<file path="src/sv/ctr_pkg.sv">
package ctr_pkg;

    // sizes of the tag store
    localparam int MAX_LINES  = 256;
    localparam int WAYS       = 4;
    localparam int ADDR_W     = 32;
    localparam int LINE_W     = $clog2(MAX_LINES);
    localparam int WAY_W      = $clog2(WAYS);
    localparam int SET_N      = MAX_LINES / WAYS;
    localparam int SET_W      = LINE_W - WAY_W;
    localparam int CNT_W      = LINE_W + 1;
    localparam int TAG_W      = 32;
    localparam int RANK_W     = LINE_W;

    // configuration port
    localparam int MODE_W     = 2;
    localparam int OFS_W      = 4;
    localparam int CFG_IDX_W  = 2;
    localparam int CFG_DATA_W = 4;

    localparam logic [CFG_IDX_W-1:0] CFG_MODE   = 2'd0;
    localparam logic [CFG_IDX_W-1:0] CFG_OFFSET = 2'd1;
    localparam logic [CFG_IDX_W-1:0] CFG_LINES  = 2'd2;

    localparam logic [MODE_W-1:0] MODE_DIRECT = 2'd0;
    localparam logic [MODE_W-1:0] MODE_FIFO4  = 2'd1;
    localparam logic [MODE_W-1:0] MODE_LRU    = 2'd2;

    localparam logic [OFS_W-1:0] RST_OFFSET = 4'd4;
    localparam logic [OFS_W-1:0] RST_LINES  = 4'd8;

    // control into the compare unit
    typedef struct packed {
        logic clr;
        logic vld;
        logic by_rank;
    } t_scan_ctl;

    // what one pass over the lines found
    typedef struct packed {
        logic              hit;
        logic [LINE_W-1:0] hit_line;
        logic [RANK_W-1:0] hit_rank;
        logic              empty;
        logic [LINE_W-1:0] empty_line;
        logic [LINE_W-1:0] victim_line;
        logic [TAG_W-1:0]  victim_tag;
    } t_scan_res;

endpackage

</file>
<file path="src/sv/ctr_scan.sv">
module ctr_scan
    import ctr_pkg::*;
(
    input  logic              i_clk,
    input  logic              i_rst_n,
    input  t_scan_ctl         i_ctl,
    input  logic [LINE_W-1:0] i_line,
    input  logic              i_valid,
    input  logic [TAG_W-1:0]  i_tag,
    input  logic [RANK_W-1:0] i_rank,
    input  logic [TAG_W-1:0]  i_key,
    input  logic [LINE_W-1:0] i_fixed,
    output t_scan_res         o_res
);

    t_scan_res         r_res;
    logic [RANK_W-1:0] r_max;
    logic              r_any;

    // shared compare unit: one line per cycle, while i_ctl.vld is set, folded into the running result
    always_ff @(posedge i_clk) begin
        if (!i_rst_n || i_ctl.clr) begin
            r_res.hit   <= 1'b0;
            r_res.empty <= 1'b0;
            r_any       <= 1'b0;
        end else if (i_ctl.vld) begin
            // first valid line whose tag matches
            if (!r_res.hit && i_valid && (i_tag == i_key)) begin
                r_res.hit      <= 1'b1;
                r_res.hit_line <= i_line;
                r_res.hit_rank <= i_rank;
            end
            // first empty line
            if (!r_res.empty && !i_valid) begin
                r_res.empty      <= 1'b1;
                r_res.empty_line <= i_line;
            end
            // victim: oldest by rank, or the line chosen up front
            if (i_ctl.by_rank) begin
                if (!r_any || (i_rank > r_max)) begin
                    r_any             <= 1'b1;
                    r_max             <= i_rank;
                    r_res.victim_line <= i_line;
                    r_res.victim_tag  <= i_tag;
                end
            end else if (i_line == i_fixed) begin
                r_res.victim_line <= i_line;
                r_res.victim_tag  <= i_tag;
            end
        end
    end

    assign o_res = r_res;

endmodule

</file>
<file path="config.mk">
export PLATFORM = sky130hd
export DESIGN_NAME = ctr_scan
export DESIGN_NICKNAME = d
export VERILOG_FILES = /design/src/sv/ctr_pkg.sv /design/src/sv/ctr_scan.sv
export SDC_FILE = /design/constraint.sdc
export NUM_CORES = 1
export LEC_CHECK = 0
export ABC_CLOCK_PERIOD_IN_PS = 8850
export BUFFER_PORTS_ARGS = -buffer_cell sky130_fd_sc_hd__buf_2
export CAP_MARGIN = 20
export CORE_AREA = 2 2 82 84
export CTS_CLUSTER_SIZE = 10
export DETAILED_ROUTE_END_ITERATION = 10
export DIE_AREA = 0 0 84 86
export PLACE_DENSITY = 0.88
export SETUP_SLACK_MARGIN = 0.15
export SLEW_MARGIN = 5
export SYNTH_ARGS = -nofsm -noshare
export SYNTH_HDL_FRONTEND = slang
export SYNTH_SLANG_ARGS = --single-unit
</file>
<file path="constraint.sdc">
create_clock -name i_clk -period 8.85 [get_ports i_clk]
set_input_delay 0.4425 -clock i_clk [delete_from_list [all_inputs] [get_ports i_clk]]
set_output_delay 0.4425 -clock i_clk [all_outputs]
set_load 0.03 [all_outputs]
</file>
* Yosys cells after proc, flatten, opt, wreduce, memory -nomap -nowiden
Index checks and enable logic that the tools add are counted.
** Cells by class
- Bitwise operators :: 1
- Multipliers :: 0
- Magnitude comparators :: 1
- Shift-type cells :: 0
- Div/mod/pow operators :: 0
- $add $sub $neg :: 0
- Reductions and logical operators :: 18
- Muxes and demuxes :: 3
- Equal/unequal tests :: 3
** Operator list (number)
- 40-bit 2-to-1 mux :: 3
- 32-bit == test :: 1
- 3-bit AND reduction :: 3
- 8-bit == test :: 1
- 8-bit > comparator :: 1
- 4-bit AND reduction :: 2
- 1-bit logical NOT :: 5
- 2-bit AND reduction :: 2
- 1-bit logical AND :: 3
- 1-bit logical OR :: 2
- 2-bit by 1-bit != test with 1-bit output, second input constant :: 1
- 2-bit nonzero test :: 1
- 1-bit inverter :: 1
** Word-level totals
- Memory bits (read-only) :: 0
- Input port bits :: 94
- Memories :: 0
- Bits in writable memories :: 0
- Bits in registers :: 75
- Latch bits :: 0
- Output and inout port bits :: 66
- Word-level logic and storage cells :: 35

* Logic depth before layout (Yosys ltp)
- Word-level depth :: 4
- Gate-level depth with buffers :: 7
- Gate-level depth less buffers :: 7

* Worst setup path after synthesis
OpenSTA, ideal clock, no wires.
- Path kind :: input-to-reg
- Start :: in i_rank[1]
- End :: reg r_res, in the netlist o_res[0], enable pin
- Path buffers :: 0
- Library setup time :: 0.399 ns
- Required time :: 8.451 ns
- Path slack :: 5.658 ns
- Arrival :: 2.793 ns
- Stages :: 6
- Cell sequence :: ha_1 nor2b_1 o21ai_1 a21o_1 a2111oi_2 a41o_1
** On the way
- Word-level cells in the longest chain between the ends :: 4
** RTL lines
- from (decl) :: line ctr_scan.sv:10 : input logic [RANK_W-1:0] i_rank,
- 8-bit > comparator :: line ctr_scan.sv:40 : if (!r_any || (i_rank > r_max)) begin
- 1-bit logical OR :: line ctr_scan.sv:40
- 2-bit by 1-bit != test with 1-bit output (no line)
- 4-bit AND reduction (no line)
- to (decl) :: line ctr_scan.sv:16 : t_scan_res r_res;
No other way between the ends.
A chain may end at the register's enable or synchronous reset.

* Worst setup path after layout
- Start :: reg r_max[6]
- End :: reg r_res, in the netlist o_res[28], enable pin
** On the way
- Word-level cells in the longest chain between the ends :: 4
** RTL lines
- from (decl) :: line ctr_scan.sv:17 : logic [RANK_W-1:0] r_max;
- from (signal assigned) :: line ctr_scan.sv:42 : r_max <= i_rank;
- 8-bit > comparator :: line ctr_scan.sv:40
- 1-bit logical OR :: line ctr_scan.sv:40
- 2-bit by 1-bit != test with 1-bit output (no line)
- 4-bit AND reduction (no line)
No other way between the ends.

==> flow_summary.yaml <==
critical_path:
  cp_max_fo: 40
  path_class: "register to register"
  crit_family: "compound AO/OA/AOI/OAI gates"
  rr_endpoint: "o_res[28]$_DFFE_PP_"
  path_buf_inv: 1
  regToRegSetupSlack_ns: 5.70
  cpMaxStageDelayCell: "a2111oi_2"
  timing.rr.start: "r_max[6]$_DFFE_PP_"
  worstSetupEndpointType: "register"
  reg2regPathDepth: 7
  worstPathRequired_ns: 8.81
  cp_cell_sequence: "inv_1 -> ha_1 -> a21oi_1 -> o21ai_1 -> nor2_1 -> a2111oi_2 -> a41o_2"
  cp-start-kind: "register"
  arrival_ns: 3.11
  slowest_delay_ns: 0.95
timing:
  tightest_slew_ns: 1.038
  final_hold_viol_count: 0
  slew_headroom_pct: 30.66
  rsz0062_at_grt: "false"
  setup_viol: 0
  period_needed_ns: 3.148
  drv_slew: 0
  finalCritPeriodShare_pct: 35.58
  finalClockSkew_ns: 0.01030
  fmax_mhz: 317.6
  tns_ns: 0
finish:
  nFillCells: 500
  area_growth_pct: 37.07
  nNetsFinal: 450
  layout-drive-gt1-share_pct: 50.99
  layout.cells.non_filler: 430
  diodes: 0
route:
  route.vias.total: 2079
  detail-route-antenna-nets: 0
  wl_met1_um: 2433
  wirelength_um: 6684
  wl_met2_um: 3571
  wl_per_cell_um: 15.54
  wl_met3_um: 528
  top_layer: "met4"
  drc: 0
  drt-initial-drc-count: 79
  via_per_inst: 4.835
  first_pass_iters: 4
grt:
  grt_first_pass_wirelength_um: 10870
  grt_overflow_total: 0
  grt_start_max_net_pins: 41
  antenna_found_initial: 0
  grt_pass1_vias: 2247
  track_usage_pct: 20.00
synth:
  synth.avg_cell_area_um2: 16.88
  async_flop_share_pct: 0
  syn_nets: 278
  ys_seq_area_share_pct: 74.81
  synthDominantCellAreaShare_pct: 72.79
  synthTopCellsByArea: "edfxtp_1, xnor2_1, xor2_1"
  synth_seq_cells: 75
  synth_area_leader_cell: "edfxtp_1"
  syn_area_mm2: 0.002970
  netlist-cell-type-count: 26
  synthCells: 176
  synth-edff-count: 72
  synth_ff_type: "edfxtp_1"
  ys_warn_count: 0
  ys_top_cells_by_count: "edfxtp_1, xnor2_1, xor2_1"
  yosysMostFrequentCell: "edfxtp_1"
cts:
  cts.sinks: 75
  post_cts_buffers: 0
  clkTransAtPathRegs_ns: 0.08
  cts_buffers: 9
  post_cts_resized: 0
  cts_tree: "yes"
  insertion_delay_ns: 0.34
  root_buffer: "clkbuf_8"
  ctsHoldBuffers: 0
  clock_tree.buffer_depth: 2
  htree_levels: 3
place:
  place_hpwl_um: 5322
  port_buffers: 159
  place.gp.congestion: 0.7820
  placed_cells: 414
power:
  power_uw: 718.9
  p_switching_uw: 162.2
  p_int_uw: 556.7
  powerDensity_mw_per_mm2: 176.6
  leakagePower_nw: 1.713
  clockPowerShare_pct: 35.4
  vdd_ir_drop_max_mv: 0.1189
  seq_power_share_pct: 55.1
  sw_frac_of_total_pct: 22.57
  combPwrFrac_pct: 9.6
hold_path:
  hold_depth: 1
  hold_path_end: "o_res[13]$_DFFE_PP_"
  hold_path_class: "primary input to register"
  hp-start: "i_tag[13]"
die:
  start_util_pct: 47.32
  placementRows: 29
  die_h_um: 86
  core-area_mm2: 0.006277
  fp.dieW_um: 84
  io_pins: 160
  dieArea_mm2: 0.007224
job:
  drv_cap: 0
outcome:
  status: "finished clean"
[placed cells by master (no fill, tap or decap), types with 2 or more instances in the layout]
cell,instances
buf_2,159
edfxtp_1,72
xnor2_1,21
xor2_1,18
inv_1,11
clkbuf_8,9
ha_1,8
nor2_1,6
nand4_1,5
nor4_1,4
nand3_1,4
nor2b_1,3
a21oi_1,3
dfxtp_1,3
o21ai_0,2
nor3_1,2
o21ai_1,2
nand2_1,2
clkinv_2,2
buf_4,2
[flip-flops by register name, summed over array words and instances (netlist names)]
register,count
o_res,66
r_max,8
r_any,1
[per-layer routing]
layer / vias to the layer above / track usage (%)
met2: 107 / 36.22
met1: 957 / 21.55
met5: - / 0
met4: 0 / 8.944
li1: 1001 / -
met3: 14 / 6.256
[power by group through the flow]
stage | logic [mW] | registers (mW) | clock network [mW]
4_1_cts | 0.0699 | 0.396 | 0.260
3_5_place_dp | 0.0693 | 0.404 | 0
3_3_place_gp | 0.0658 | 0.404 | 0
2_1_floorplan | 0.0230 | 0.412 | 0
5_1_grt | 0.0761 | 0.396 | 0.278
6_report | 0.0689 | 0.396 | 0.254
[worst max path at each step]
stage | from | end | slack, ns | cells past startpoint
floorplan | i_rank[1] | o_res[0]$_DFFE_PP_ | 5.66 | 6
global placement | i_rank[1] | o_res[12]$_DFFE_PP_ | 5.48 | 7
detailed placement | i_rank[6] | o_res[20]$_DFFE_PP_ | 5.42 | 7
CTS | r_max[1]$_DFFE_PP_ | o_res[20]$_DFFE_PP_ | 5.64 | 7
global route | r_max[7]$_DFFE_PP_ | o_res[28]$_DFFE_PP_ | 5.38 | 7
finish | r_max[6]$_DFFE_PP_ | o_res[28]$_DFFE_PP_ | 5.70 | 7
[final cells by class]
class / count / area [um2] / area share (%)
Inverter: 12 / 45.04 / 1.106
Tap cell: 77 / 96.34 / 2.366
Sequential cell: 75 / 2222 / 54.58
Clock buffer: 10 / 127.6 / 3.135
Multi-Input combinational cell: 89 / 704.4 / 17.30
Timing Repair Buffer: 161 / 810.8 / 19.91
Clock inverter: 6 / 65.06 / 1.598
[logic make-up after synthesis]
group	after synthesis	synth area share [%]
simple gates	30	5.729
xor+xnor	39	11.50
flops	75	74.81
buf+inv	12	1.516
compound gates	12	3.075
fa+ha+maj	8	3.370
[through the flow]
step | instance area (um2) | worst slack (ns) | hold slack, ns | util, %
after global placement | 3871 | 5.481 | 0.4713 | 61.67
final | 4071 | 5.702 | 0.2996 | 64.86
after CTS | 4071 | 5.638 | 0.2856 | 64.86
after detailed placement | 3879 | 5.425 | 0.4970 | 61.79
after global routing | 4071 | 5.380 | 0.2817 | 64.86
after floorplan | 2970 | 5.658 | 0.4504 | -
Power figures use the tool's default switching activity.
